$ cat config.mk
export PLATFORM = sky130hd
export DESIGN_NAME = dbgr_back_flat
export DESIGN_NICKNAME = d
export VERILOG_FILES = /design/src/hdl/dbgr_pkg.sv /design/src/hdl/dbgr_if.sv /design/src/hdl/dbgr_back.sv /design/src/flat_wrapper.sv
export SDC_FILE = /design/constraint.sdc
export NUM_CORES = 2
export LEC_CHECK = 0
export BUFFER_PORTS_ARGS = -buffer_cell sky130_fd_sc_hd__buf_2
export CAP_MARGIN = 20
export CORE_UTILIZATION = 45
export CTS_BUF_LIST = sky130_fd_sc_hd__clkbuf_2
export DETAILED_ROUTE_END_ITERATION = 16
export SYNTH_ARGS = -nofsm -noshare
export SYNTH_HDL_FRONTEND = slang
export SYNTH_SLANG_ARGS = --single-unit
$ cat constraint.sdc
create_clock -name clk -period 8.45 [get_ports clk]
set_clock_uncertainty 0.1 [all_clocks]
set_input_delay 1.2675 -clock clk [delete_from_list [all_inputs] [get_ports clk]]
set_output_delay 1.2675 -clock clk [all_outputs]
set_load 0.01 [all_outputs]
$ cat src/hdl/dbgr_pkg.sv
// Shared types, constants and elaboration-time tables of the dB gain ramp smoother.
package dbgr_pkg;

  localparam int DB_W      = 24;
  localparam int RATE_W    = 24;
  localparam int STEP_W    = 16;
  localparam int GAIN_W    = 24;
  localparam int DELTA_W   = RATE_W + STEP_W;
  localparam int CFG_IDX_W = 2;
  localparam int CFG_W     = 24;

  localparam int QUEUE_DEPTH = 2;

  localparam logic [RATE_W-1:0]      RATE_RESET    = 24'd179;
  localparam logic signed [DB_W-1:0] FLOOR_RESET   = -24'sd3145728;
  localparam logic signed [DB_W-1:0] CEILING_RESET = 24'sd0;

  localparam logic KIND_SET     = 1'b0;
  localparam logic KIND_ADVANCE = 1'b1;

  typedef enum logic [CFG_IDX_W-1:0] {
    REG_RAMP_RATE  = 2'd0,
    REG_FLOOR_DB   = 2'd1,
    REG_CEILING_DB = 2'd2
  } cfg_reg_t;

  typedef struct packed {
    logic [RATE_W-1:0]      ramp_rate;
    logic signed [DB_W-1:0] floor_db;
    logic signed [DB_W-1:0] ceiling_db;
  } cfg_t;

  typedef struct packed {
    logic signed [DB_W-1:0] level;
    logic                   mute;
  } q_entry_t;

  // log2(10)/20 in Q32.
  localparam int SCALE_W = 31;
  localparam logic signed [SCALE_W-1:0] LOG2_SCALE = 31'sd713378626;
  localparam int PROD_W  = DB_W + SCALE_W;
  localparam int EXP_W   = PROD_W - 32;
  localparam int T_W     = 26;
  localparam int FRAC_W  = 16;
  localparam int MAN_W   = 32;
  localparam int SHIFT_W = 6;
  localparam int ROOT_N  = 16;

  localparam logic signed [T_W-1:0] T_BIAS   = 26'sd1048576;
  localparam logic signed [T_W-1:0] T_SAT    = 26'sd1572864;
  localparam logic signed [T_W-1:0] T_OFFSET = 26'sd4194304;
  localparam int                    SHIFT_MAX = 40;

  localparam logic [GAIN_W-1:0] GAIN_MAX = 24'hFFFFFF;
  localparam logic [MAN_W-1:0]  MAN_ONE  = 32'h4000_0000;

  typedef logic [ROOT_N-1:0][MAN_W-1:0] root_tbl_t;

  function automatic logic [63:0] isqrt64(input logic [63:0] x_in);
    logic [63:0] x;
    logic [63:0] r;
    logic [63:0] b;
    x = x_in;
    r = '0;
    b = 64'h4000_0000_0000_0000;
    for (int i = 0; i < 32; i++) begin
      if (b > x) begin
        b = b >> 2;
      end
    end
    for (int i = 0; i < 32; i++) begin
      if (b != 0) begin
        if (x >= r + b) begin
          x = x - (r + b);
          r = (r >> 1) + b;
        end else begin
          r = r >> 1;
        end
        b = b >> 2;
      end
    end
    return r;
  endfunction

  // Successive square roots of 2.0 in Q30: entry k holds 2^(2^-(k+1)).
  function automatic root_tbl_t make_roots();
    root_tbl_t   tbl;
    logic [63:0] r;
    r = 64'h8000_0000;
    for (int k = 0; k < ROOT_N; k++) begin
      r = isqrt64(r << 30);
      tbl[k] = r[MAN_W-1:0];
    end
    return tbl;
  endfunction

  localparam root_tbl_t ROOT_TBL = make_roots();

endpackage

$ cat src/hdl/dbgr_if.sv


interface dbgr_out_if;
  logic                                valid;
  logic                                ready;
  logic signed [dbgr_pkg::DB_W-1:0]    current_db;
  logic [dbgr_pkg::GAIN_W-1:0]         linear_gain;

  modport source (output valid, output current_db, output linear_gain, input ready);
  modport sink   (input valid, input current_db, input linear_gain, output ready);
endinterface

$ cat src/hdl/dbgr_back.sv
// Gain engine: converts a queued dB level to a linear Q8.16 gain and holds the result.
module dbgr_back (
  input  logic               clk,
  input  logic               rst_n,
  input  logic               pop_valid,
  output logic               pop_ready,
  input  dbgr_pkg::q_entry_t pop_data,
  dbgr_out_if.source         out_ch
);

  typedef enum logic [4:0] {
    B_IDLE = 5'b00001,
    B_PROD = 5'b00010,
    B_EXP  = 5'b00100,
    B_MAN  = 5'b01000,
    B_FIN  = 5'b10000
  } back_state_t;

  back_state_t state_r, state_nxt;

  logic signed [dbgr_pkg::DB_W-1:0]    level_r;
  logic                                mute_r;
  logic signed [dbgr_pkg::PROD_W-1:0]  prod_r;
  logic [dbgr_pkg::FRAC_W-1:0]         frac_r;
  logic [dbgr_pkg::SHIFT_W-1:0]        shift_r;
  logic                                sat_r;
  logic                                zero_r;
  logic [dbgr_pkg::MAN_W-1:0]          man_r;
  logic [$clog2(dbgr_pkg::ROOT_N)-1:0] step_r;

  logic                                out_valid_r;
  logic signed [dbgr_pkg::DB_W-1:0]    out_db_r;
  logic [dbgr_pkg::GAIN_W-1:0]         out_gain_r;

  logic signed [dbgr_pkg::PROD_W-1:0]  prod_rnd;
  logic signed [dbgr_pkg::EXP_W-1:0]   exp_q16;
  logic signed [dbgr_pkg::T_W-1:0]     t_val;
  logic signed [dbgr_pkg::T_W-1:0]     tu_val;
  logic signed [9:0]                   n_val;
  logic signed [9:0]                   s_val;
  logic [63:0]                         man_prod;
  logic [63:0]                         man_rnd;
  logic [63:0]                         gain_full;
  logic [dbgr_pkg::GAIN_W-1:0]         gain_val;
  logic                                slot_free;

  assign pop_ready = (state_r == B_IDLE);
  assign slot_free = !out_valid_r || out_ch.ready;

  always_comb begin
    prod_rnd = prod_r + (dbgr_pkg::PROD_W'(1) <<< 31);
    exp_q16  = prod_rnd[dbgr_pkg::PROD_W-1:32];
    t_val    = dbgr_pkg::T_W'(exp_q16) + dbgr_pkg::T_BIAS;
    tu_val   = t_val + dbgr_pkg::T_OFFSET;
    n_val    = $signed(tu_val[dbgr_pkg::T_W-1:16]) - 10'sd64;
    s_val    = 10'sd30 - n_val;
  end

  always_comb begin
    man_prod = man_r * dbgr_pkg::ROOT_TBL[step_r];
    man_rnd  = (man_prod + 64'h2000_0000) >> 30;
  end

  always_comb begin
    gain_full = ({32'b0, man_r} + (64'd1 << (shift_r - 1'b1))) >> shift_r;
    if (mute_r || zero_r) begin
      gain_val = '0;
    end else if (sat_r || gain_full > 64'(dbgr_pkg::GAIN_MAX)) begin
      gain_val = dbgr_pkg::GAIN_MAX;
    end else begin
      gain_val = gain_full[dbgr_pkg::GAIN_W-1:0];
    end
  end

  always_comb begin
    state_nxt = state_r;
    case (state_r)
      B_IDLE: begin
        if (pop_valid) begin
          state_nxt = B_PROD;
        end
      end
      B_PROD: begin
        state_nxt = B_EXP;
      end
      B_EXP: begin
        state_nxt = B_MAN;
      end
      B_MAN: begin
        if (step_r == '1) begin
          state_nxt = B_FIN;
        end
      end
      B_FIN: begin
        if (slot_free) begin
          state_nxt = B_IDLE;
        end
      end
      default: begin
        state_nxt = B_IDLE;
      end
    endcase
  end

  always_ff @(posedge clk) begin
    if (!rst_n) begin
      state_r     <= B_IDLE;
      out_valid_r <= 1'b0;
    end else begin
      state_r <= state_nxt;
      if (state_r == B_FIN && slot_free) begin
        out_valid_r <= 1'b1;
      end else if (out_ch.ready) begin
        out_valid_r <= 1'b0;
      end
    end
  end

  always_ff @(posedge clk) begin
    case (state_r)
      B_IDLE: begin
        if (pop_valid) begin
          level_r <= pop_data.level;
          mute_r  <= pop_data.mute;
        end
      end
      B_PROD: begin
        prod_r <= level_r * dbgr_pkg::LOG2_SCALE;
      end
      B_EXP: begin
        sat_r   <= (t_val >= dbgr_pkg::T_SAT);
        zero_r  <= (tu_val < 0) || (s_val > 10'sd40);
        shift_r <= s_val[dbgr_pkg::SHIFT_W-1:0];
        frac_r  <= tu_val[dbgr_pkg::FRAC_W-1:0];
        man_r   <= dbgr_pkg::MAN_ONE;
        step_r  <= '0;
      end
      B_MAN: begin
        if (frac_r[dbgr_pkg::FRAC_W-1]) begin
          man_r <= man_rnd[dbgr_pkg::MAN_W-1:0];
        end
        frac_r <= frac_r << 1;
        step_r <= step_r + 1'b1;
      end
      B_FIN: begin
        if (slot_free) begin
          out_db_r   <= level_r;
          out_gain_r <= gain_val;
        end
      end
      default: begin
      end
    endcase
  end

  assign out_ch.valid       = out_valid_r;
  assign out_ch.current_db  = out_db_r;
  assign out_ch.linear_gain = out_gain_r;

endmodule

$ cat src/flat_wrapper.sv
// flat-port wrapper written by rule: the top's interface ports become plain ports
module dbgr_back_flat 
  (clk, rst_n, pop_valid, pop_ready, pop_data, out_ch_valid, out_ch_current_db, out_ch_linear_gain, out_ch_ready);
  dbgr_out_if out_ch_i ();
  input  logic clk;
  input  logic rst_n;
  input  logic pop_valid;
  output logic pop_ready;
  input  dbgr_pkg::q_entry_t pop_data;
  output wire logic [$bits(out_ch_i.valid)-1:0] out_ch_valid;
  output wire logic [$bits(out_ch_i.current_db)-1:0] out_ch_current_db;
  output wire logic [$bits(out_ch_i.linear_gain)-1:0] out_ch_linear_gain;
  input wire logic [$bits(out_ch_i.ready)-1:0] out_ch_ready;
  assign out_ch_valid = out_ch_i.valid;
  assign out_ch_current_db = out_ch_i.current_db;
  assign out_ch_linear_gain = out_ch_i.linear_gain;
  assign out_ch_i.ready = out_ch_ready;
  dbgr_back u_core (.clk(clk), .rst_n(rst_n), .pop_valid(pop_valid), .pop_ready(pop_ready), .pop_data(pop_data), .out_ch(out_ch_i));
endmodule
-- Word-level counts from Yosys, hierarchy flattened
Memory sizes are Yosys's and may differ from the RTL's. A register that Yosys moved wholly into a read port is not among the register bits.
Index checks and enable logic that the tools add are counted.
- register bits after elaboration: 193
- bits in read-only memories: 512
- memories kept: 1
- $add $sub $neg: 9
- multiply operators: 2
- order comparisons: 5
- equality and inequality tests: 10
- shift-type cells: 2
- muxes and demuxes: 13
- reductions and logical operators: 12
- memory list (name ; words ; bits a word ; read ports ; clocked after memory_dff ; wr ports ; line ; text):
    (name not given) ; 16 ; 32 ; 1 ; 1 ; 0 ; dbgr_back.sv:60 ; man_prod = man_r * dbgr_pkg::ROOT_TBL[step_r];
- operators with widths (kind ; number):
    $add 32x64->64 ; 1
    $gt 64x24->1 const B ; 1
    $mux 32 ; 2
    $pmux 32 s2 ; 1
    $shl 1x6->64 const A ; 1
    $shr 64x6->64 ; 1
    $add 62x30->62 const B ; 1
    $mul 32x32->62 ; 1
    $add 55x33->55 const B ; 1
    $mul 24x30->54 const B ; 1
    $pmux 16 s2 ; 1
    $lt 26x1->1 const B ; 1
    $add 24x24->25 const B ; 1
    $pmux 5 s5 ; 1
    $add 23x22->24 const B ; 1
    $ge 24x22->1 const B ; 1
    $mux 24 ; 1
    $mux 5 ; 3
    $gt 10x7->1 const B ; 1
    $sub 10x8->10 const B ; 1
    $sub 6x10->10 const A ; 1
    $pmux 4 s2 ; 1
    $ne 2x1->1 const B ; 3
    $reduce_and 2->1 ; 3
    other kinds (17) ; 22

-- Logic depth before layout (Yosys ltp)
- word-level depth: 7
- gate-level depth with buffers: 31
- gate-level depth less buffers: 29

-- Least setup slack after synthesis
OpenSTA, ideal clock, no wires.
- path kind: register to register
- start: register u_core.man_r[25] (netlist name)
- end: register u_core.man_r[27] (netlist name), data pin
- arrival time: 7.755 ns
- setup slack: 0.335 ns
- cell stages (with the launch flop): 31
- period minus slack after synthesis: 8.115 ns
- cell sequence: edfxtp_1 > clkbuf_1 > clkbuf_1 > nand2_1 > fa_1 > inv_1 > fa_1 > fa_1 > inv_1 > fa_1 > inv_1 > fa_1 > inv_1 > fa_1 > inv_1 > fa_1 > inv_1 > fa_1 > inv_1 > ha_1 > a21o_1 > a21o_1 > a21oi_1 > o21ai_1 > a311o_1 > a221oi_1 > a21oi_1 > or2_1 > a21oi_1 > nor2b_1 > o311a_1
- word-level cells in the longest chain between the ends: 4
- ends and longest elaborated chain (element ; line ; text):
    start: declaration ; dbgr_back.sv:28 ; logic [dbgr_pkg::MAN_W-1:0] man_r;
    start signal: assignment ; dbgr_back.sv:135 ; man_r <= dbgr_pkg::MAN_ONE;
    start signal: assignment ; dbgr_back.sv:140 ; man_r <= man_rnd[dbgr_pkg::MAN_W-1:0];
    $mul 32x32->62 ; dbgr_back.sv:60 ;
    $add 62x30->62 ; dbgr_back.sv:61 ; man_rnd = (man_prod + 64'h2000_0000) >> 30;
    $mux 32 ; dbgr_back.sv:139 ; if (frac_r[dbgr_pkg::FRAC_W-1]) begin
    $pmux 32 s2 ; dbgr_back.sv:120 ; case (state_r)
No other way between the ends. The select of a mux whose other input is x is not followed.
A chain may end at the register's enable or synchronous reset.

==> results.sh <==
export IMPL_end_kind="register"
export IMPL_fp_dieH_um=340.5
export IMPL_fmax_mhz=122.7
export IMPL_synth_common_cells="1,339 x inv_1, 1,033 x fa_1, 844 x nand2_1, 609 x ha_1, 241 x and2_1"
export IMPL_relSlewSlack=0.3538
export IMPL_post_place_ws_ns=-0.1587
export IMPL_crit_path_max_incr_delay_ns=0.55
export IMPL_syn_nets=7246
export IMPL_outcome="complete, no violations"
export IMPL_finalMaxSlewViolations=0
export IMPL_crit_fanout=24
export IMPL_numCtsBuffers=17
export IMPL_clock_latency_ns=1.19
export IMPL_core_mm2=0.1131
export IMPL_syn_inst=5575
export IMPL_crit_type="register to register"
export IMPL_routedWlPerCell_um=19.17
export IMPL_tritoncts="built"
export IMPL_fin_area_mm2=0.05511
export IMPL_grt_usage=0.2407
export IMPL_yosys_area_share_adder=0.5488
export IMPL_place_hpwl_mm=110.7
export IMPL_vias=37320
export IMPL_cts_buffer_depth=2
export IMPL_die_area_mm2=0.1160
export IMPL_synth_xor_area_share=0.01834
export IMPL_yosys_cell_count_top_type="inv_1"
export IMPL_fillers=10720
export IMPL_setup_slack_ns=0.2997
export IMPL_grt_pass1_vias=39320
export IMPL_synth_simple_area_share=0.1305
export IMPL_netlist_area_mm2=0.05157
export IMPL_die_w_um=340.5
export IMPL_ys_async_sr_fraction=0
export IMPL_io_buffers=78
export IMPL_route_detailed_drc=0
export IMPL_synth_edf_count=157
export IMPL_start_util=0.4559
export IMPL_fin_crit_sh=0.9645
export IMPL_r2r_setup_slack_ns=0.30
export IMPL_routed_wl_mm=136.6
export IMPL_yosys_cell_types_count=96
export IMPL_cap_violations=0
export IMPL_yosys_warnings=0
export IMPL_crit_top_cell="fa_1"
export IMPL_gp_congestion=0.9025
export IMPL_ios=79
export IMPL_muxShareOfSynthArea=0.01526
export IMPL_crit_required_ns=9.37
export IMPL_worst_slew_pin_slew_ns=0.9694
export IMPL_period_needed_ns=8.150
export IMPL_synth_area_leaders="fa_1 40%, ha_1 15%, inv_1 9.7%"
export IMPL_htreeDepth=4
export IMPL_first_iter_violations=2366
export IMPL_grt_max_degree=42
export IMPL_ys_ff_latch=192
export IMPL_synth_compound_area_frac=0.06509
export IMPL_drtAntennaViolNets=0
export IMPL_place_area_mm2=0.05450
export IMPL_dr_pass1_iters=5
export IMPL_synth_top_cell_area_share=0.4010
export IMPL_yosysSeqAreaShare=0.1050
export IMPL_synth_flop_cell="edfxtp_1"
export IMPL_antenna_found_initial=2
export IMPL_final_hold_violation_count=0
export IMPL_path_clk_slew_ns=0.40
export IMPL_setup_violations=0
export IMPL_slowest_stage="fa_1"
export IMPL_clkSinkCount=192
export IMPL_syn_avg_cell_area_um2=9.250
export IMPL_yosys_area_top_type="fa_1"
export IMPL_drive_above_1_share=0.06784
export IMPL_cts_root_buffer="clkbuf_2"
export IMPL_via_per_inst=5.236
export IMPL_synth_top_family_by_area="adder cells"
export IMPL_critPathLaunchType="register"
export IMPL_overflow=0
export IMPL_syn2layout_area_growth_pct=6.854
export IMPL_nNetsFinal=7274
export IMPL_holdWs_ns=0.1416
export IMPL_grt_pass1_wl_mm=218.8
export IMPL_min_delay_path_class="input port to register"
export IMPL_rows=123
export IMPL_critPathArrivalTime_ns=9.07
-- layout by cell type (no fill, tap or decap), types with 56 or more instances in the layout --
master,instances
ha_1,609
nand3_1,56
and2_1,241
o21ai_0,79
fa_1,1033
edfxtp_1,157
xnor2_1,69
inv_1,1339
buf_2,78
nor2_1,169
a21oi_1,119
buf_4,148
nand2_1,844
-- cell families after synthesis --
kind of cell | Yosys count
adders and majority gates | 1642
buffers and inverters | 1597
and+or+nand+nor | 1481
AOI/OAI and AO/OA | 492
DFF | 192
xor gates and xnor gates | 108
muxes | 63
-- worst max-delay path, delay by kind of cell, from the launching register on --
family	cells	cell delay, ns
compound gates	9	1.90
fa+ha+maj	9	4.23
buf+inv	8	0.87
flops	1	0.44
simple gates	3	0.44
-- final cells by class --
type / instances / area [um^2] / area share
clock buffer: 17 / 85.08 / 0.001544
antenna: 10 / 25.02 / 0.0004541
timing repair buffer: 264 / 2251 / 0.04085
clock inverter: 15 / 222.7 / 0.004042
multi-input combinational: 3786 / 40180 / 0.7291
tap: 1500 / 1877 / 0.03406
inverter: 1342 / 5037 / 0.09141
sequential: 192 / 5430 / 0.09854
-- routing by layer --
layer / global-route usage / vias to the layer above / part of all wire
li1: - / 17070 / -
met1: 0.3377 / 19060 / 0.45
met2: 0.4008 / 1016 / 0.48
met3: 0.02880 / 165 / 0.057
met4: 0.05082 / 0 / 0.022
met5: 0 / - / 0
-- metrics by stage --
stage,util,setup TNS [ns],cells
global placement,0.4818,-0.1990,7070
CTS,0.4847,0,7104
global route,0.4871,-0.03679,7121
finish,0.4872,0,7126
floorplan,-,0,5575
detailed placement,0.4818,-0.2826,7070
-- final timing paths --
path	from	to	depth (start not counted)
setup / recovery	register	u_core.man_r[27]	29
hold / removal	pop_data[24]	u_core.level_r[23]	1
setup reg to reg	register	u_core.man_r[27]	29
hold reg to reg	u_core.level_r[10]	u_core.out_ch.current_db[10]	0
-- repair_timing --
| action | CTS | global route |
|---|---|---|
| setup buffers | 1 | 6 |
| hold endpoints to repair | 1 | 0 |
| endpoints found under the setup margin | 2 | 16 |
| hold buffers | 1 | 0 |
| cloned | 0 | 5 |
| pin swaps | 0 | 4 |
| resized for setup | 1 | 25 |
Power is left out: the tool's default activity adds up to more than one toggle a clock period on the data nets, which glitch-free logic cannot reach.
