$ cat config.mk
export PLATFORM = sky130hd
export DESIGN_NAME = dbgr_front_flat
export DESIGN_NICKNAME = d
export VERILOG_FILES = /design/src/hdl/dbgr_pkg.sv /design/src/hdl/dbgr_if.sv /design/src/hdl/dbgr_front.sv /design/src/flat_wrapper.sv
export SDC_FILE = /design/constraint.sdc
export NUM_CORES = 2
export LEC_CHECK = 0
export ABC_AREA = 1
export BUFFER_PORTS_ARGS = -buffer_cell sky130_fd_sc_hd__buf_2
export CELL_PAD_IN_SITES_DETAIL_PLACEMENT = 1
export CELL_PAD_IN_SITES_GLOBAL_PLACEMENT = 1
export CORE_UTILIZATION = 51
export CTS_CLUSTER_DIAMETER = 120
export DETAILED_ROUTE_END_ITERATION = 12
export PLACE_DENSITY = 0.94
export SYNTH_ARGS = -nofsm -noshare
export SYNTH_HDL_FRONTEND = slang
export SYNTH_SLANG_ARGS = --single-unit
$ cat constraint.sdc
create_clock -name clk -period 16.8 [get_ports clk]
set_clock_uncertainty 0.2 [all_clocks]
set_input_delay 2.52 -clock clk [delete_from_list [all_inputs] [get_ports clk]]
set_output_delay 2.52 -clock clk [all_outputs]
set_load 0.02 [all_outputs]
$ cat src/hdl/dbgr_pkg.sv
// Shared types, constants and elaboration-time tables of the dB gain ramp smoother.
package dbgr_pkg;

  localparam int DB_W      = 24;
  localparam int RATE_W    = 24;
  localparam int STEP_W    = 16;
  localparam int GAIN_W    = 24;
  localparam int DELTA_W   = RATE_W + STEP_W;
  localparam int CFG_IDX_W = 2;
  localparam int CFG_W     = 24;

  localparam int QUEUE_DEPTH = 2;

  localparam logic [RATE_W-1:0]      RATE_RESET    = 24'd179;
  localparam logic signed [DB_W-1:0] FLOOR_RESET   = -24'sd3145728;
  localparam logic signed [DB_W-1:0] CEILING_RESET = 24'sd0;

  localparam logic KIND_SET     = 1'b0;
  localparam logic KIND_ADVANCE = 1'b1;

  typedef enum logic [CFG_IDX_W-1:0] {
    REG_RAMP_RATE  = 2'd0,
    REG_FLOOR_DB   = 2'd1,
    REG_CEILING_DB = 2'd2
  } cfg_reg_t;

  typedef struct packed {
    logic [RATE_W-1:0]      ramp_rate;
    logic signed [DB_W-1:0] floor_db;
    logic signed [DB_W-1:0] ceiling_db;
  } cfg_t;

  typedef struct packed {
    logic signed [DB_W-1:0] level;
    logic                   mute;
  } q_entry_t;

  // log2(10)/20 in Q32.
  localparam int SCALE_W = 31;
  localparam logic signed [SCALE_W-1:0] LOG2_SCALE = 31'sd713378626;
  localparam int PROD_W  = DB_W + SCALE_W;
  localparam int EXP_W   = PROD_W - 32;
  localparam int T_W     = 26;
  localparam int FRAC_W  = 16;
  localparam int MAN_W   = 32;
  localparam int SHIFT_W = 6;
  localparam int ROOT_N  = 16;

  localparam logic signed [T_W-1:0] T_BIAS   = 26'sd1048576;
  localparam logic signed [T_W-1:0] T_SAT    = 26'sd1572864;
  localparam logic signed [T_W-1:0] T_OFFSET = 26'sd4194304;
  localparam int                    SHIFT_MAX = 40;

  localparam logic [GAIN_W-1:0] GAIN_MAX = 24'hFFFFFF;
  localparam logic [MAN_W-1:0]  MAN_ONE  = 32'h4000_0000;

  typedef logic [ROOT_N-1:0][MAN_W-1:0] root_tbl_t;

  function automatic logic [63:0] isqrt64(input logic [63:0] x_in);
    logic [63:0] x;
    logic [63:0] r;
    logic [63:0] b;
    x = x_in;
    r = '0;
    b = 64'h4000_0000_0000_0000;
    for (int i = 0; i < 32; i++) begin
      if (b > x) begin
        b = b >> 2;
      end
    end
    for (int i = 0; i < 32; i++) begin
      if (b != 0) begin
        if (x >= r + b) begin
          x = x - (r + b);
          r = (r >> 1) + b;
        end else begin
          r = r >> 1;
        end
        b = b >> 2;
      end
    end
    return r;
  endfunction

  // Successive square roots of 2.0 in Q30: entry k holds 2^(2^-(k+1)).
  function automatic root_tbl_t make_roots();
    root_tbl_t   tbl;
    logic [63:0] r;
    r = 64'h8000_0000;
    for (int k = 0; k < ROOT_N; k++) begin
      r = isqrt64(r << 30);
      tbl[k] = r[MAN_W-1:0];
    end
    return tbl;
  endfunction

  localparam root_tbl_t ROOT_TBL = make_roots();

endpackage

$ cat src/hdl/dbgr_if.sv
// Handshake channel interfaces for the input items and the result items.
interface dbgr_in_if;
  logic                                valid;
  logic                                ready;
  logic                                kind;
  logic signed [dbgr_pkg::DB_W-1:0]    target_db;
  logic [dbgr_pkg::STEP_W-1:0]         step_count;

  modport source (output valid, output kind, output target_db, output step_count,
                  input ready);
  modport sink   (input valid, input kind, input target_db, input step_count,
                  output ready);
endinterface


$ cat src/hdl/dbgr_front.sv
// Front end: accepts items, clamps targets, ramps the level and queues the new level.
module dbgr_front (
  input  logic               clk,
  input  logic               rst_n,
  dbgr_in_if.sink            in_ch,
  input  dbgr_pkg::cfg_t     cfg,
  output logic               push_valid,
  input  logic               push_ready,
  output dbgr_pkg::q_entry_t push_data
);

  localparam int LVL_W = dbgr_pkg::DELTA_W + 2;

  typedef enum logic [2:0] {
    F_IDLE = 3'b001,
    F_MUL  = 3'b010,
    F_UPD  = 3'b100
  } front_state_t;

  front_state_t state_r, state_nxt;

  logic                                 kind_r;
  logic signed [dbgr_pkg::DB_W-1:0]     target_r;
  logic [dbgr_pkg::STEP_W-1:0]          steps_r;
  logic [dbgr_pkg::DELTA_W-1:0]         delta_r;
  logic signed [dbgr_pkg::DB_W-1:0]     now_r;
  logic signed [dbgr_pkg::DB_W-1:0]     goal_r;

  logic signed [dbgr_pkg::DB_W-1:0]     clamp_val;
  logic signed [dbgr_pkg::DB_W-1:0]     level_nxt;
  logic signed [LVL_W-1:0]              now_x;
  logic signed [LVL_W-1:0]              goal_x;
  logic signed [LVL_W-1:0]              delta_x;
  logic signed [LVL_W-1:0]              sum_x;
  logic signed [LVL_W-1:0]              diff_x;

  assign in_ch.ready = (state_r == F_IDLE);

  always_comb begin
    clamp_val = target_r;
    if (clamp_val < cfg.floor_db) begin
      clamp_val = cfg.floor_db;
    end
    if (clamp_val > cfg.ceiling_db) begin
      clamp_val = cfg.ceiling_db;
    end
  end

  always_comb begin
    now_x   = LVL_W'(now_r);
    goal_x  = LVL_W'(goal_r);
    delta_x = $signed({2'b00, delta_r});
    sum_x   = now_x + delta_x;
    diff_x  = now_x - delta_x;
    level_nxt = now_r;
    if (kind_r == dbgr_pkg::KIND_ADVANCE) begin
      if (now_x < goal_x) begin
        level_nxt = (sum_x > goal_x) ? goal_r : sum_x[dbgr_pkg::DB_W-1:0];
      end else begin
        level_nxt = (diff_x < goal_x) ? goal_r : diff_x[dbgr_pkg::DB_W-1:0];
      end
    end
  end

  assign push_valid      = (state_r == F_UPD);
  assign push_data.level = level_nxt;
  assign push_data.mute  = (level_nxt == cfg.floor_db);

  always_comb begin
    state_nxt = state_r;
    case (state_r)
      F_IDLE: begin
        if (in_ch.valid) begin
          state_nxt = F_MUL;
        end
      end
      F_MUL: begin
        state_nxt = F_UPD;
      end
      F_UPD: begin
        if (push_ready) begin
          state_nxt = F_IDLE;
        end
      end
      default: begin
        state_nxt = F_IDLE;
      end
    endcase
  end

  always_ff @(posedge clk) begin
    if (!rst_n) begin
      state_r <= F_IDLE;
      now_r   <= dbgr_pkg::FLOOR_RESET;
      goal_r  <= dbgr_pkg::FLOOR_RESET;
    end else begin
      state_r <= state_nxt;
      if (state_r == F_MUL && kind_r == dbgr_pkg::KIND_SET) begin
        goal_r <= clamp_val;
      end
      if (state_r == F_UPD && push_ready) begin
        now_r <= level_nxt;
      end
    end
  end

  always_ff @(posedge clk) begin
    if (in_ch.valid && in_ch.ready) begin
      kind_r   <= in_ch.kind;
      target_r <= in_ch.target_db;
      steps_r  <= in_ch.step_count;
    end
    if (state_r == F_MUL) begin
      delta_r <= cfg.ramp_rate * steps_r;
    end
  end

endmodule

$ cat src/flat_wrapper.sv
// flat-port wrapper written by rule: the top's interface ports become plain ports
module dbgr_front_flat 
  (clk, rst_n, cfg, push_valid, push_ready, push_data, in_ch_valid, in_ch_kind, in_ch_target_db, in_ch_step_count, in_ch_ready);
  dbgr_in_if in_ch_i ();
  input  logic clk;
  input  logic rst_n;
  input  dbgr_pkg::cfg_t cfg;
  output logic push_valid;
  input  logic push_ready;
  output dbgr_pkg::q_entry_t push_data;
  input wire logic [$bits(in_ch_i.valid)-1:0] in_ch_valid;
  input wire logic [$bits(in_ch_i.kind)-1:0] in_ch_kind;
  input wire logic [$bits(in_ch_i.target_db)-1:0] in_ch_target_db;
  input wire logic [$bits(in_ch_i.step_count)-1:0] in_ch_step_count;
  output wire logic [$bits(in_ch_i.ready)-1:0] in_ch_ready;
  assign in_ch_i.valid = in_ch_valid;
  assign in_ch_i.kind = in_ch_kind;
  assign in_ch_i.target_db = in_ch_target_db;
  assign in_ch_i.step_count = in_ch_step_count;
  assign in_ch_ready = in_ch_i.ready;
  dbgr_front u_core (.clk(clk), .rst_n(rst_n), .in_ch(in_ch_i), .cfg(cfg), .push_valid(push_valid), .push_ready(push_ready), .push_data(push_data));
endmodule
== After elaboration in Yosys (flattened, before gate mapping) ==
Cells that the tools add are included.

* Register bits after elaboration: 132
* Input bits: 117
* Output and inout port bits: 27
* Word-level logic and storage cells: 35

* Add/sub/neg operators: 2
* Multipliers: 1
* $lt $le $gt $ge: 5
* Eq/ne operators: 6
* Muxes and demuxes: 9
* Bitwise logic cells: 1
* Reductions and logical operators: 4

{| class="wikitable"
|+ Operators with widths
! operator !! count
|-
| 24-bit 2-to-1 mux || 6
|-
| 24-bit < comparator || 2
|-
| 24-bit by 41-bit adder with 42-bit output || 1
|-
| 42-bit by 24-bit > comparator with 1-bit output || 1
|-
| 42-bit by 24-bit < comparator with 1-bit output || 1
|-
| 24-bit by 41-bit subtractor with 42-bit output || 1
|-
| 24-bit by 16-bit multiplier with 40-bit output || 1
|-
| 24-bit == test || 1
|-
| 24-bit > comparator || 1
|-
| 3-bit one-hot mux with 3 select lines || 1
|-
| 3-bit 2-to-1 mux || 2
|-
| 3-bit by 1-bit == test with 1-bit output, second input constant || 1
|-
| 3-bit by 2-bit == test with 1-bit output, second input constant || 1
|-
| 3-bit == test, second input constant || 1
|-
| 1-bit logical AND || 3
|-
| 2-bit by 1-bit inequality test with 1-bit output, second input constant || 1
|-
| 2-bit inequality test, second input constant || 1
|-
| 2-bit AND reduction || 1
|-
| 1-bit inverter || 1
|}

== Longest topological paths before layout ==
* Depth after elaboration: 6
* Gate-level depth with buffers: 43
* Mapped depth without buffers: 42

== Worst setup path before layout ==
Ideal clock, no wire load.

* Kind: input port to flip-flop
* From: in cfg[60] (netlist bit)
* To: reg u_core.delta_r[38] (netlist bit), data pin
* Library setup time: 0.265 ns
* Arrival time: 8.254 ns
* Required time: 16.335 ns
* Setup slack: 8.081 ns
* Stages: 26
* Buffers on the path: 2
* Cells stage by stage: clkbuf_1 clkbuf_1 nand2_1 fa_1 inv_1 fa_1 inv_1 fa_1 inv_1 fa_1 inv_1 fa_1 inv_1 fa_1 ha_1 a21oi_1 o21ai_0 a21oi_1 nand2_1 a211oi_1 nor2_1 a21boi_0 o21bai_1 a21boi_0 o21ai_0 xor2_1

* Cells in the longest elaborated chain, start to end: 1

{| class="wikitable"
|+ Ends and longest elaborated chain
! element !! line !! source
|-
| start, declared || flat_wrapper.sv:7 || <nowiki>input dbgr_pkg::cfg_t cfg;</nowiki>
|-
| 24-bit by 16-bit multiplier with 40-bit output || dbgr_front.sv:114 || <nowiki>delta_r <= cfg.ramp_rate * steps_r;</nowiki>
|-
| end signal, assigned || dbgr_front.sv:114 ||
|-
| end, declared || dbgr_front.sv:25 || <nowiki>logic [dbgr_pkg::DELTA_W-1:0] delta_r;</nowiki>
|}

No other way between the ends.
A chain may end at the register's enable or synchronous reset.

==> flow_summary_export.csv <==
group,metric,value,unit
synth,synth.yosys.seq_area_share,12.55,%
timing,unrepaired_setup_endpoints_after_global_routing,"false",
place,dp_hpwl,81.27,mm
synth,yosys_warnings,0,
floorplan,i_o_pins,144,
cts,clk_pin_slew_worst_paths,0.08,ns
cts,clock_tree_from_tritoncts,"built",
cells_and_area,synthToLayoutAreaGrowth,5.751,%
cts,ctsLongestPathBuffers,2,
global_route,globalRouteOverflowTotal,0,
timing,finalCritPeriodShare,58.65,%
critical_path,logic_depth_of_the_worst_register_to_register_path,24,
worst_hold_path,min-delay-path-class,"flop to flop",
place,routabilityCongestion,0.9761,
global_route,grt_max_degree,48,
critical_path,reg2reg_from,"u_core.steps_r[4]",
timing,drv_slew,0,
synth,yosys.area.top_type_share,22.40,%
routing,avgRoutedWirePerCell,22.04,µm
critical_path,regToRegSetupSlack,8.88,ns
routing,ant_nets,0,
routing,vias,26246,
global_route,grt_antenna_before_repair,0,
cts,cts_made_buffers,17,
routing,drtPass1Iterations,6,
place,placed_cell_area,28540,µm²
synth,synth.lib_cells_used.distinct,55,
critical_path,critical-path-top-cell-by-count,"sky130_fd_sc_hd__nand2_1",
cells_and_area,final_area,29100,µm²
floorplan,die_x,234.3,µm
cells_and_area,ant_diodes,0,
floorplan,std_cell_rows,84,
critical_path,worst_path_max_delay_cell,"sky130_fd_sc_hd__edfxtp_1",
cts,cts_root_buf,"sky130_fd_sc_hd__clkbuf_16",
worst_hold_path,min_path_cells,2,
synth,netlist_instances,3815,
synth,fraction_of_registers_with_async_set_reset,0,%
routing,totalWireLength,99.98,mm
floorplan,die_area,54900,µm²
cts,h_tree_lvls,4,
synth,synth.most_common_cell,"sky130_fd_sc_hd__nand2_1",
synth,synth_edf_count,81,
synth,synth.top_cells.by_area,"sky130_fd_sc_hd__fa_1 (22%), sky130_fd_sc_hd__ha_1 (16%), sky130_fd_sc_hd__nand2_1 (13%), sky130_fd_sc_hd__inv_1 (12%), sky130_fd_sc_hd__edfxtp_1 (8.8%)",
global_route,track_usage,36.99,%
critical_path,r2r-end,"u_core.delta_r[38]",
critical_path,critical-path-max-stage-delay,0.48,ns
critical_path,cp.arrival,7.13,ns
run,drv_cap,0,
cells_and_area,layout.area.seq,3453,µm²
synth,yosys-top-cells-count,"sky130_fd_sc_hd__nand2_1 (960), sky130_fd_sc_hd__inv_1 (844), sky130_fd_sc_hd__ha_1 (346)",
cts,postCtsResizedCells,0,
critical_path,cp-start-kind,"flop",
global_route,wire_length_of_the_first_global_routing_pass,155.1,mm
cells_and_area,multiInputGateArea,20240,µm²
timing,finalHoldViolations,0,
cts,ctsHoldBuffers,0,
place,port_buffers,143,
floorplan,fp.coreArea,52970,µm²
routing,drt_drc_violations_left,0,
cts,numClockSinks,132,
timing,layout_min_cycle_time,9.853,ns
cells_and_area,nNetsFinal,4607,
synth,syn-cell-area,27520,µm²
cts,worst_skew_pair.late_latency,0.50,ns
timing,fin_worst_hold_slack,0.2721,ns
cells_and_area,drive_above_1_share,7.327,%
critical_path,path_class,"flop to output pin",
cells_and_area,fill_cells,6937,
global_route,via_count_of_the_first_global_routing_pass,28862,
synth,yosysTopAreaCell,"sky130_fd_sc_hd__fa_1",
worst_hold_path,timing.hold.worst.start,"u_core.goal_r[15]",
floorplan,dieHeight,234.3,µm
floorplan,floorplan.initialDensity,51.96,%
run_status,status,"completed",
worst_hold_path,hold_path_end,"u_core.goal_r[15]",
synth,synth_ff_type,"sky130_fd_sc_hd__edfxtp_1",
synth,synth_nets,4586,
routing,detailedRoute.firstIterationViolations,1682,
synth,avgSynthCellArea,7.214,µm²
timing,setup-tns-final,0,ns
cts,post-cts-setup-buffers,0,
timing,max_freq,0.1015,GHz
timing,slew_headroom,19.30,%
critical_path,critPathMaxFanout,25,
synth,ys_ff_latch,132,
timing,tightestPinTransition,1.211,ns
timing,timing.final.setup_violations,0,
critical_path,critPathCaptureType,"output pin",
critical_path,worstPathRequired,14.08,ns
routing,post_drt_via_cell_ratio,5.785,
[logic make-up (layout without fill, tap and decap cells)]
family                   after synthesis  count (layout)  share of synthesized area (%)
adder cells (fa/ha/maj)              654             654                          38.13
XOR/XNOR                             107             107                          3.405
buffers and inverters               1001            1035                          14.00
AND/OR/NAND/NOR                     1443            1443                          22.47
flip-flops                           132             132                          12.55
AO/OA/AOI/OAI                        478             478                          9.438
[placed cells by master, fill, tap and decap left out, types with 5 or more instances in the layout]
cell	n
sky130_fd_sc_hd__o21bai_1	18
sky130_fd_sc_hd__xnor2_1	15
sky130_fd_sc_hd__ha_1	346
sky130_fd_sc_hd__a21o_1	5
sky130_fd_sc_hd__edfxtp_1	81
sky130_fd_sc_hd__inv_6	5
sky130_fd_sc_hd__buf_4	12
sky130_fd_sc_hd__xor2_1	92
sky130_fd_sc_hd__inv_1	844
sky130_fd_sc_hd__nor2_2	6
sky130_fd_sc_hd__a21oi_1	261
sky130_fd_sc_hd__a211oi_1	5
sky130_fd_sc_hd__fa_1	308
sky130_fd_sc_hd__nand3_2	39
sky130_fd_sc_hd__o21ai_1	17
sky130_fd_sc_hd__nor3_1	14
sky130_fd_sc_hd__or2_2	8
sky130_fd_sc_hd__nand2_2	20
sky130_fd_sc_hd__nand3_1	185
sky130_fd_sc_hd__nand2_1	960
sky130_fd_sc_hd__buf_2	143
sky130_fd_sc_hd__clkbuf_16	17
sky130_fd_sc_hd__nor2_1	156
sky130_fd_sc_hd__o21ai_0	122
sky130_fd_sc_hd__a31oi_1	7
sky130_fd_sc_hd__o21a_1	9
sky130_fd_sc_hd__o211ai_1	12
sky130_fd_sc_hd__dfxtp_1	51
sky130_fd_sc_hd__nand4_1	28
sky130_fd_sc_hd__nor4_1	10
[worst max-delay path: cells and delay by family (launching register included)]
family | cells | cell delay (ns)
buf+inv | 6 | 0.81
simple gates | 26 | 3.68
fa+ha+maj | 2 | 0.77
compound gates | 4 | 0.71
flops | 1 | 0.48
xor+xnor | 1 | 0.15
[worst max-delay path by stage]
stage	start	endpoint	slack, ns	cells past startpoint
after floorplan	cfg[60]	u_core.delta_r[38]	8.08	26
after global placement	cfg[57]	u_core.delta_r[38]	7.88	25
after detailed placement	cfg[57]	u_core.delta_r[38]	7.37	25
after CTS	u_core.delta_r[4]	push_data[0]	7.04	39
after global routing	u_core.now_r[0]	push_data[0]	6.60	38
final	u_core.delta_r[4]	push_data[0]	6.95	39
[per-layer routing]
layer	global-route usage [%]	routed length, µm	up-vias
met1	40.09	37040	12807
met3	6.797	5777	480
met2	64.82	49790	1167
li1	-	-	11792
met5	0	0	-
met4	26.41	7371	0
[flip-flops by register name, summed over array words and instances, names as in the netlist]
name	flops
u_core.goal_r	24
u_core.target_r	24
u_core.delta_r	40
u_core.kind_r	1
u_core.now_r	24
u_core.steps_r	16
u_core.state_r	3
[per-stage QoR]
stage               util (%)  worst slack, ns  instances
floorplan                  -            8.081       3815
global placement       53.88            7.885       4505
detailed placement     53.88            7.368       4505
CTS                    54.94            7.040       4537
global route           54.94            6.605       4537
finish                 54.94            6.947       4537
[cell type report]
| type | count | share of cell area (%) |
|---|---|---|
| flip-flops and latches | 132 | 11.87 |
| multi-input cells | 2682 | 69.54 |
| clock inverters | 14 | 0.4256 |
| clock buffers | 18 | 1.509 |
| repair buffers | 155 | 2.769 |
| inverters | 848 | 10.94 |
| well taps | 688 | 2.958 |
Power is not shown: default switching activity piles up to over one toggle a cycle in this logic, so the estimate is an artifact.
