--- config.mk ---
export PLATFORM = sky130hd
export DESIGN_NAME = dbgr_queue
export DESIGN_NICKNAME = d
export VERILOG_FILES = /design/src/hdl/dbgr_pkg.sv /design/src/hdl/dbgr_queue.sv
export SDC_FILE = /design/constraint.sdc
export NUM_CORES = 1
export LEC_CHECK = 0
export ABC_AREA = 0
export BUFFER_PORTS_ARGS = -buffer_cell sky130_fd_sc_hd__buf_4
export CELL_PAD_IN_SITES_DETAIL_PLACEMENT = 1
export CELL_PAD_IN_SITES_GLOBAL_PLACEMENT = 2
export CORE_MARGIN = 2
export CORE_UTILIZATION = 33
export CTS_CLUSTER_DIAMETER = 60
export CTS_CLUSTER_SIZE = 14
export DETAILED_ROUTE_END_ITERATION = 10
export GPL_TIMING_DRIVEN = 0
export PLACE_DENSITY = 0.8
export SETUP_SLACK_MARGIN = 0.4
export SLEW_MARGIN = 20
export SYNTH_ARGS = -nofsm -noshare
export SYNTH_HDL_FRONTEND = slang
export SYNTH_SLANG_ARGS = --single-unit
--- constraint.sdc ---
create_clock -name clk -period 1.6 [get_ports clk]
set_clock_uncertainty 0.05 [all_clocks]
set_input_delay 0.08 -clock clk [delete_from_list [all_inputs] [get_ports clk]]
set_output_delay 0.08 -clock clk [all_outputs]
set_load 0.005 [all_outputs]
--- src/hdl/dbgr_pkg.sv ---
// Shared types, constants and elaboration-time tables of the dB gain ramp smoother.
package dbgr_pkg;

  localparam int DB_W      = 24;
  localparam int RATE_W    = 24;
  localparam int STEP_W    = 16;
  localparam int GAIN_W    = 24;
  localparam int DELTA_W   = RATE_W + STEP_W;
  localparam int CFG_IDX_W = 2;
  localparam int CFG_W     = 24;

  localparam int QUEUE_DEPTH = 2;

  localparam logic [RATE_W-1:0]      RATE_RESET    = 24'd179;
  localparam logic signed [DB_W-1:0] FLOOR_RESET   = -24'sd3145728;
  localparam logic signed [DB_W-1:0] CEILING_RESET = 24'sd0;

  localparam logic KIND_SET     = 1'b0;
  localparam logic KIND_ADVANCE = 1'b1;

  typedef enum logic [CFG_IDX_W-1:0] {
    REG_RAMP_RATE  = 2'd0,
    REG_FLOOR_DB   = 2'd1,
    REG_CEILING_DB = 2'd2
  } cfg_reg_t;

  typedef struct packed {
    logic [RATE_W-1:0]      ramp_rate;
    logic signed [DB_W-1:0] floor_db;
    logic signed [DB_W-1:0] ceiling_db;
  } cfg_t;

  typedef struct packed {
    logic signed [DB_W-1:0] level;
    logic                   mute;
  } q_entry_t;

  // log2(10)/20 in Q32.
  localparam int SCALE_W = 31;
  localparam logic signed [SCALE_W-1:0] LOG2_SCALE = 31'sd713378626;
  localparam int PROD_W  = DB_W + SCALE_W;
  localparam int EXP_W   = PROD_W - 32;
  localparam int T_W     = 26;
  localparam int FRAC_W  = 16;
  localparam int MAN_W   = 32;
  localparam int SHIFT_W = 6;
  localparam int ROOT_N  = 16;

  localparam logic signed [T_W-1:0] T_BIAS   = 26'sd1048576;
  localparam logic signed [T_W-1:0] T_SAT    = 26'sd1572864;
  localparam logic signed [T_W-1:0] T_OFFSET = 26'sd4194304;
  localparam int                    SHIFT_MAX = 40;

  localparam logic [GAIN_W-1:0] GAIN_MAX = 24'hFFFFFF;
  localparam logic [MAN_W-1:0]  MAN_ONE  = 32'h4000_0000;

  typedef logic [ROOT_N-1:0][MAN_W-1:0] root_tbl_t;

  function automatic logic [63:0] isqrt64(input logic [63:0] x_in);
    logic [63:0] x;
    logic [63:0] r;
    logic [63:0] b;
    x = x_in;
    r = '0;
    b = 64'h4000_0000_0000_0000;
    for (int i = 0; i < 32; i++) begin
      if (b > x) begin
        b = b >> 2;
      end
    end
    for (int i = 0; i < 32; i++) begin
      if (b != 0) begin
        if (x >= r + b) begin
          x = x - (r + b);
          r = (r >> 1) + b;
        end else begin
          r = r >> 1;
        end
        b = b >> 2;
      end
    end
    return r;
  endfunction

  // Successive square roots of 2.0 in Q30: entry k holds 2^(2^-(k+1)).
  function automatic root_tbl_t make_roots();
    root_tbl_t   tbl;
    logic [63:0] r;
    r = 64'h8000_0000;
    for (int k = 0; k < ROOT_N; k++) begin
      r = isqrt64(r << 30);
      tbl[k] = r[MAN_W-1:0];
    end
    return tbl;
  endfunction

  localparam root_tbl_t ROOT_TBL = make_roots();

endpackage

--- src/hdl/dbgr_queue.sv ---
// Small FIFO that carries new levels from the front end to the gain engine.
module dbgr_queue #(
  parameter int DEPTH = dbgr_pkg::QUEUE_DEPTH
) (
  input  logic               clk,
  input  logic               rst_n,
  input  logic               push_valid,
  output logic               push_ready,
  input  dbgr_pkg::q_entry_t push_data,
  output logic               pop_valid,
  input  logic               pop_ready,
  output dbgr_pkg::q_entry_t pop_data
);

  localparam int PTR_W = $clog2(DEPTH);
  localparam int CNT_W = $clog2(DEPTH + 1);

  dbgr_pkg::q_entry_t mem_r [DEPTH];
  logic [PTR_W-1:0]   wr_ptr_r;
  logic [PTR_W-1:0]   rd_ptr_r;
  logic [CNT_W-1:0]   count_r;
  logic               do_push;
  logic               do_pop;

  assign push_ready = (count_r != CNT_W'(DEPTH));
  assign pop_valid  = (count_r != '0);
  assign pop_data   = mem_r[rd_ptr_r];
  assign do_push    = push_valid && push_ready;
  assign do_pop     = pop_valid && pop_ready;

  always_ff @(posedge clk) begin
    if (!rst_n) begin
      wr_ptr_r <= '0;
      rd_ptr_r <= '0;
      count_r  <= '0;
    end else begin
      if (do_push) begin
        wr_ptr_r <= (wr_ptr_r == PTR_W'(DEPTH - 1)) ? '0 : wr_ptr_r + 1'b1;
      end
      if (do_pop) begin
        rd_ptr_r <= (rd_ptr_r == PTR_W'(DEPTH - 1)) ? '0 : rd_ptr_r + 1'b1;
      end
      if (do_push && !do_pop) begin
        count_r <= count_r + 1'b1;
      end else if (do_pop && !do_push) begin
        count_r <= count_r - 1'b1;
      end
    end
  end

  always_ff @(posedge clk) begin
    if (do_push) begin
      mem_r[wr_ptr_r] <= push_data;
    end
  end

endmodule

### Yosys cells after proc, flatten, opt, wreduce, memory -nomap -nowiden

Memory sizes are Yosys's and may differ from the RTL's. A register that Yosys moved wholly into a read port is not among the register bits.
Index checks and enable logic that the tools add are counted.

| word-level totals | value |
|---|---|
| flip-flop bits (word level) | 4 |
| bits in writable memories | 50 |
| bits of input ports | 29 |
| output and inout port bits | 27 |
| memories kept | 1 |

| cells by class | value |
|---|---|
| add/subtract/negate cells | 4 |
| equal/unequal tests | 1 |
| muxes and demuxes | 8 |
| reductions and logical operators | 8 |

Memory list:

| name | depth | width | rd ports | clocked after Yosys merged registers in | wr ports | RTL line | source |
|---|---|---|---|---|---|---|---|
| mem_r | 2 | 25 | 1 | 1 | 1 | dbgr_queue.sv:18 | `dbgr_pkg::q_entry_t mem_r [DEPTH];` |

Operators by type and width:

| kind | count |
|---|---|
| $mux 1 | 6 |
| $logic_and 1x1->1 | 4 |
| $mux 2 | 2 |
| $reduce_bool 2->1 | 2 |
| $add 1x1->1 const B | 2 |
| $add 2x1->2 const B | 1 |
| $logic_not 1->1 | 2 |
| $ne 2x2->1 const B | 1 |
| $sub 2x1->2 const B | 1 |

### Logic depth before layout (Yosys ltp)

Gate-level depths: netlist of run 1.

| logic depth | value |
|---|---|
| depth after elaboration | 6 |
| mapped depth | 6 |

### Worst setup path before layout of run 1

OpenSTA, ideal clock, no wires.

| path | value |
|---|---|
| kind | flip-flop to flip-flop |
| from | register count_r[0] |
| to | memory mem_r[1][0] in the netlist's numbering, enable pin |
| library setup time | 384 ps |
| data arrival time | 1237 ps |
| required time | 1166 ps |
| path slack | -71 ps |
| cell stages (with the launch flop) | 3 |
| path buffers | 0 |
| clock period less this slack | 1671 ps |
| path through | dfxtp_1 > nand2b_4 > and3_1 |

| between the ends | value |
|---|---|
| word-level cells in the longest chain between the ends | 4 |

RTL lines:

| what | RTL line | source |
|---|---|---|
| start, declared | dbgr_queue.sv:21 | `logic [CNT_W-1:0] count_r;` |
| start signal, assigned | dbgr_queue.sv:44 | `count_r <= count_r + 1'b1;` |
| start signal, assigned | dbgr_queue.sv:46 | `count_r <= count_r - 1'b1;` |
| $ne 2x2->1 | dbgr_queue.sv:25 | `assign push_ready = (count_r != CNT_W'(DEPTH));` |
| via push_ready | dbgr_queue.sv:8 | `output logic push_ready,` |
| $logic_and 1x1->1 | dbgr_queue.sv:28 | `assign do_push = push_valid && push_ready;` |
| $mux 1 | dbgr_queue.sv:52 | `if (do_push) begin` |
| $mux 1 (implied by the code) | dbgr_queue.sv:53 | `mem_r[wr_ptr_r] <= push_data;` |
| end, declared | dbgr_queue.sv:18 |  |

The timed path passes the listed nets, and every way through them passes these cells.

==> flow_summary.ini, run 1 <==
[timing]
worstMarginPinSlew_ps = 329.1
worst_setup_margin_ps = 85.77
period_minus_slack_ps = 1514
setup_viol_count_final = 0
finalCritPeriodShare = 0.9464
fin_hold_ws_ps = 107.1
max-slew-margin-rel = 0.7803
hold_viol_final = 0
setup_repair_after_global_routing_missed_its_margin = true
report.final.slew_viol_count = 0
fmax_mhz = 660.4

[synthesis]
xor_xnor_share_of_the_synthesized_area = 0.01288
synthDominantAreaCellType = sky130_fd_sc_hd__edfxtp_1
post_synth_instance_area_um2 = 2041
mappedNetlistNets = 132
yosys.area_share.simple = 0.03188
synth.avg_cell_area_um2 = 20.01
syn-instance-count = 102
yosys_register_bits = 55
total_number_of_yosys_warnings = 0
yosysTopAreaCellShare = 0.7357
share_of_synthesized_area_spent_on_multiplexers = 0.1380
yosys-top-cells-area = sky130_fd_sc_hd__edfxtp_1 74%, sky130_fd_sc_hd__mux2_2 14%, sky130_fd_sc_hd__dfxtp_1 4.9%, sky130_fd_sc_hd__and2_1 1.2%, sky130_fd_sc_hd__xnor2_1 0.86%
yosysUniqueCellTypes = 19
largest_family_of_logic_cells_by_synthesized_area = multiplexers
synth-adder-area-share = 0.006131
ys_seq_area_frac = 0.7848
synth_compound_area_frac = 0.01717

[detailed_routing]
postRouteWirelength_um = 5424
detail_route.drc_violations = 0
via_count = 1332
drt_pass1_iterations = 2
antenna_violating_nets_post_route = 0
post_drt_wl_per_cell_um = 18.77
drt-initial-drc-count = 54
routed_via_density = 4.609

[power_and_ir_drop]
peakVddDrop_uv = 673.5
power_internal_uw = 3528
switching_power_uw = 1338
power.density_cell_area_nw_per_um2 = 1403
static-leakage-power_uw = 0.001371
swShare = 0.2749
clkPwrFrac = 0.164
seq_power_share = 0.395
combPwrFrac = 0.441
post-layout-total-power_uw = 4865

[cts]
clockRootBuffer = sky130_fd_sc_hd__clkbuf_8
tritoncts.num_buffers = 5
clkSinkCount = 55
htree_levels = 2
clock_insertion_delay_worst_skew_ps = 300
clock_path_buffers = 2
clock_tree_from_tritoncts = built
clk_pin_slew_worst_setup_hold_paths_ps = 100

[finish]
fin_nets = 243
area_growth_syn_to_layout_pct = 69.96
final_util = 0.5824
fill_cells = 541
layout-drive-gt1-share = 0.5888
diodes = 0
post-route-cell-area_um2 = 3468

[die]
vertical_die_dimension_um = 82.64
io_pins = 56
die_area_um2 = 6829
std_cell_rows = 28
floorplan.core_area_um2 = 5956
dieWidth_um = 82.64
initial_core_util = 0.3426

[worst_setup_path]
crit_required_ps = 1470
crit_arrival_ps = 1380
timing_worst_setup_path_type = register to output pin
crit-reg2reg-launch = count_r[0]
worst_r2r_endpoint = mem_r[0][21]
worstSetupEndpointType = output pin
r2r_slack_ps = 90
crit_path_start_kind = register
path_max_fanout = 6
worst_reg2reg_path_length_in_cells = 7
critical_path_sink = pop_data[2]

[outcome]
result_of_the_run = complete, no violations

[global_routing]
grt-ovfl-total = 0
global_route.usage.total = 0.1636
wire_length_of_the_first_global_routing_pass_um = 7866
grt_max_degree = 20
initial_antenna_violation_count = 0
number_of_global_route_vias_before_repair = 1488

[placed_design]
global_placer_s_final_weighted_congestion = 0.5931
pre_cts_setup_slack_ps = -133.8
numPortBuffers = 55
dpl.hpwl_um = 2605
placed_area_um2 = 2572

[min_path]
hold_path.class = input pin to register
holdCritStartpoint = push_valid

[job]
cap_viol_max_count = 0
[power by group through the flow]
| stage | clock network, µW | registers, µW | logic [µW] |
|---|---|---|---|
| 2_1_floorplan | 0 | 1890 | 630 |
| 3_3_place_gp | 0 | 1900 | 1110 |
| 3_5_place_dp | 0 | 1920 | 1160 |
| 4_1_cts | 820 | 1900 | 1780 |
| 5_1_grt | 878 | 1940 | 2270 |
| 6_report | 798 | 1920 | 2150 |
[state kept, by name (all words and copies together), names as in the netlist, named ones only]
| name | cells |
|---|---|
| wr_ptr_r | 1 |
| count_r | 2 |
| rd_ptr_r | 1 |
| mem_r | 50 |
[cells in the mapped netlist (all sizes together)]
| cell type | count |
|---|---|
| and3 | 1 |
| buf | 3 |
| ha | 1 |
| o21ai | 2 |
| nand2b | 1 |
| nand3b | 1 |
| edfxtp | 50 |
| or3 | 1 |
| a21bo | 1 |
| or2 | 1 |
| a21boi | 2 |
| mux2 | 25 |
| xor2 | 1 |
| xnor2 | 2 |
| and2 | 4 |
| dfxtp | 5 |
| inv | 1 |
[metal layers]
layer	track usage	up-vias	part of all wire	wire (µm)
met4	0.04426	0	0.014	74
li1	-	615	-	-
met1	0.1827	662	0.39	2092
met2	0.3073	47	0.54	2923
met3	0.04130	8	0.061	333
met5	0	-	0	0
[final cells by class]
type,count,area (µm²),area share
Buffer,3,45.04,0.01299
Clock inverter,3,28.78,0.008297
Tap cell,75,93.84,0.02706
Sequential cell,55,1610,0.4643
Timing Repair inverter,1,7.507,0.002164
Clock buffer,5,68.82,0.01984
Inverter,1,7.507,0.002164
Timing Repair Buffer,100,1017,0.2933
Multi-Input combinational cell,46,589.3,0.1699
[cells by family (layout without fill, tap and decap cells)]
family | Yosys count | count (layout)
buffers and inverters | 4 | 113
AND/OR/NAND/NOR | 9 | 12
AO/OA/AOI/OAI | 5 | 5
adder cells (fa/ha/maj) | 1 | 1
XOR/XNOR | 3 | 3
multiplexers | 25 | 25
flip-flops | 55 | 55
[worst min path at each step]
| stage | slack (ps) | cells past startpoint | endpoint |
|---|---|---|---|
| finish | 110 | 3 | wr_ptr_r |
| detailed placement | 220 | 1 | mem_r[1][0] |
| global route | 100 | 3 | wr_ptr_r |
| global placement | 220 | 1 | mem_r[0][9] |
| CTS | 100 | 3 | wr_ptr_r |
| floorplan | 130 | 0 | mem_r[0][0] |
[timing repair]
item                                    CTS  global route
hold buffers                             26             0
endpoints found under the hold margin    55             0
setup buffers                            13             3
gates cloned                              6             1
pin swaps                                 2             3
gates resized for setup                  46            38
endpoints found under the setup margin   78            80
[critical path, stage by stage, from the launching register on]
cell and delay (ps):
sky130_fd_sc_hd__dfxtp_2 350, sky130_fd_sc_hd__buf_8 150, sky130_fd_sc_hd__clkbuf_16 160, sky130_fd_sc_hd__mux2_4 300, sky130_fd_sc_hd__buf_6 120
[placed cells by master (no fill, tap or decap), drive strengths merged, types with 2 or more instances in the layout]
master / netlist / final
dfxtp: 5 / 5
buf: 3 / 76
xnor2: 2 / 2
mux2: 25 / 25
clkinv: 0 / 2
a21boi: 2 / 2
and3: 1 / 4
clkbuf: 0 / 6
dlygate4sd3: 0 / 26
and2: 4 / 4
o21ai: 2 / 2
clkinvlp: 0 / 2
edfxtp: 50 / 50
[per-stage QoR]
stage / setup TNS, ps / std cells
finish: 0 / 289
global route: 0 / 289
CTS: 0 / 285
detailed placement: -3325 / 232
global placement: -1180 / 232
floorplan: 0 / 102
Power figures use the tool's default switching activity.
==> run 2: changes to the inputs <==
SETUP_SLACK_MARGIN = 0.2   (was 0.4)
==> run 2 against run 1 <==
Effect of this change: core utilization fell by 2.6 points; global-route usage shrank 3.1 points; combinational power shrank 16%; design area is 4.5% lower; first-iteration DRC count is 17% lower; register-to-register slack worse by 20 ps; flip-flop and latch count is the same; critical endpoint is now count_r[1]; die area unchanged; largest cell class unchanged; fmax down 1.2%; cell count shrank 4.2%; non-clock buffer count shrank 9; sequential share of layout area up 2.1 points.
==> flow_summary.ini, run 2 (same netlist as run 1, synthesis figures left out) <==
[timing]
finalCritPeriodShare = 0.9575
period_minus_slack_ps = 1532
fin_hold_ws_ps = 50.41
setup_viol_count_final = 0
fmax_mhz = 652.8
worstMarginPinSlew_ps = 370.9
setup_repair_after_global_routing_missed_its_margin = true
hold_viol_final = 0
report.final.slew_viol_count = 0
max-slew-margin-rel = 0.7527

[finish]
most-common-layout-cells = 50 x sky130_fd_sc_hd__edfxtp_1, 38 x sky130_fd_sc_hd__buf_4, 26 x sky130_fd_sc_hd__dlygate4sd3_1
fill_cells = 571
final_util = 0.5561
diodes = 0
area_growth_syn_to_layout_pct = 62.29
top_regs = mem_r (50), count_r (2)
largest_reg_flops = 50
most_common_cell_after_layout_fill_and_taps_aside = sky130_fd_sc_hd__edfxtp_1
register_ranked_first_by_flip_flop_count = mem_r
post-route-cell-area_um2 = 3312
layout-drive-gt1-share = 0.5545
fin_nets = 231

[detailed_routing]
drt-initial-drc-count = 45
drt_pass1_iterations = 4
routed_via_density = 4.505
post_drt_wl_per_cell_um = 16.48
via_count = 1248
antenna_violating_nets_post_route = 0
postRouteWirelength_um = 4564
detail_route.drc_violations = 0

[placed_design]
global_placer_s_final_weighted_congestion = 0.6603
placed_area_um2 = 2572
numPortBuffers = 55
dpl.hpwl_um = 2708

[worst_setup_path]
path_cells = nand2b_4 -> and2_4 -> ha_4 -> xor2_1 -> or3_1 -> a21boi_1
crit_arrival_ps = 1710
cpPeakStageDelay_ps = 370
timing_worst_setup_path_type = register to register
critical_path.n_buffers_inverters = 0
path_max_fanout = 5
crit_path_start_kind = register
crit_required_ps = 1770
path_delay_family = simple AND/OR/NAND/NOR gates
worst_reg2reg_path_length_in_cells = 6
crit-reg2reg-launch = count_r[0]
worst_r2r_endpoint = count_r[1]
worstSetupEndpointType = register
cpMaxStageDelayCell = sky130_fd_sc_hd__dfxtp_4
r2r_slack_ps = 70

[min_path]
hold_depth = 3
worstHoldEndpoint = wr_ptr_r
holdCritStartpoint = push_valid
hold_path.class = input pin to register

[cts]
clock_tree_from_tritoncts = built
clkSinkCount = 55
clk_pin_slew_worst_setup_hold_paths_ps = 90
clockRootBuffer = sky130_fd_sc_hd__clkbuf_8
clock_insertion_delay_worst_skew_ps = 290
htree_levels = 2
tritoncts.num_buffers = 5
clock_path_buffers = 2

[power_and_ir_drop]
power_internal_uw = 3594
power.density_cell_area_nw_per_um2 = 1429
static-leakage-power_uw = 0.001301
clkPwrFrac = 0.219
peakVddDrop_uv = 615.1
combPwrFrac = 0.380
switching_power_uw = 1137
swShare = 0.2404
seq_power_share = 0.401

[die]
die_area_um2 = 6829
initial_core_util = 0.3426
io_pins = 56
dieWidth_um = 82.64
floorplan.core_area_um2 = 5956
vertical_die_dimension_um = 82.64
std_cell_rows = 28

[global_routing]
global_route.usage.total = 0.1325
grt-ovfl-total = 0
wire_length_of_the_first_global_routing_pass_um = 6486
number_of_global_route_vias_before_repair = 1355
initial_antenna_violation_count = 0
grt_max_degree = 26

[job]
cap_viol_max_count = 0

[outcome]
result_of_the_run = complete, no violations
[run 2: changes by cell type in the layout (fill, tap and decap cells not counted), sizes merged]
cell    before  now
clkinv       2    0
inv          1    0
clkbuf       6    7
bufinv       0    2
and3         4    1
buf         76   67
[run 2: power groups by stage]
stage | clock network (µW) | registers (µW) | logic (µW)
after detailed placement | 0 | 1920 | 1150
after global placement | 0 | 1900 | 1110
after global routing | 1110 | 1920 | 1930
final | 1040 | 1900 | 1800
after floorplan | 0 | 1890 | 630
after CTS | 1060 | 1890 | 1550
[run 2: worst max-delay path by stage]
stage | startpoint | slack (ps) | cells after the start | end
after global placement | count_r[1] | -60 | 3 | mem_r[0][19]
after CTS | register | 60 | 4 | pop_data[3]
after global routing | count_r[0] | -10 | 6 | count_r[1]
after detailed placement | count_r[1] | -90 | 3 | mem_r[0][7]
after floorplan | count_r[1] | 180 | 6 | count_r[1]
final | count_r[0] | 70 | 6 | count_r[1]
[run 2: what timing repair did]
item / 4_1_cts / 5_1_grt
buffers inserted: 8 / 0
pin swaps: 1 / 0
endpoints found under the hold margin: 53 / 0
resized for setup: 32 / 33
gates cloned: 2 / 1
hold buffers: 26 / 0
setup endpoints to repair: 76 / 31
[run 2: worst register-to-register path, delay by kind of cell, from the launching register on]
kind | cells | cell delay, ps
simple gates | 3 | 630
flops | 1 | 370
compound gates | 1 | 130
xor+xnor | 1 | 140
fa+ha+maj | 1 | 140
[run 2: routing by layer]
metal	GRT usage	vias up	routed length, µm	share of wire
met1	0.1389	621	1751	0.38
met5	0	-	0	0
li1	-	586	-	-
met3	0.02826	6	191	0.042
met2	0.2613	35	2555	0.56
met4	0.03934	0	65	0.014
[run 2: area by class of cell]
class | count | area [µm²] | area share
multi-input combinational | 43 | 538.0 | 0.1624
timing repair inverter | 1 | 7.507 | 0.002267
tap | 75 | 93.84 | 0.02833
clock buffer | 6 | 72.57 | 0.02191
clock inverter | 2 | 60.06 | 0.01813
buffer | 3 | 45.04 | 0.01360
timing repair buffer | 91 | 879.6 | 0.2656
sequential | 55 | 1608 | 0.4855
inverter | 1 | 7.507 | 0.002267
[run 2: metrics by stage]
stage | setup slack [ps] | cells | power (µW) | TNS (ps)
finish | 68.03 | 277 | 4731 | 0
global route | -13.87 | 277 | 4964 | -13.87
CTS | 60.32 | 276 | 4503 | 0
detailed placement | -91.03 | 232 | 3074 | -2545
global placement | -63.64 | 232 | 3015 | -1559
floorplan | 182.9 | 102 | 2521 | 0
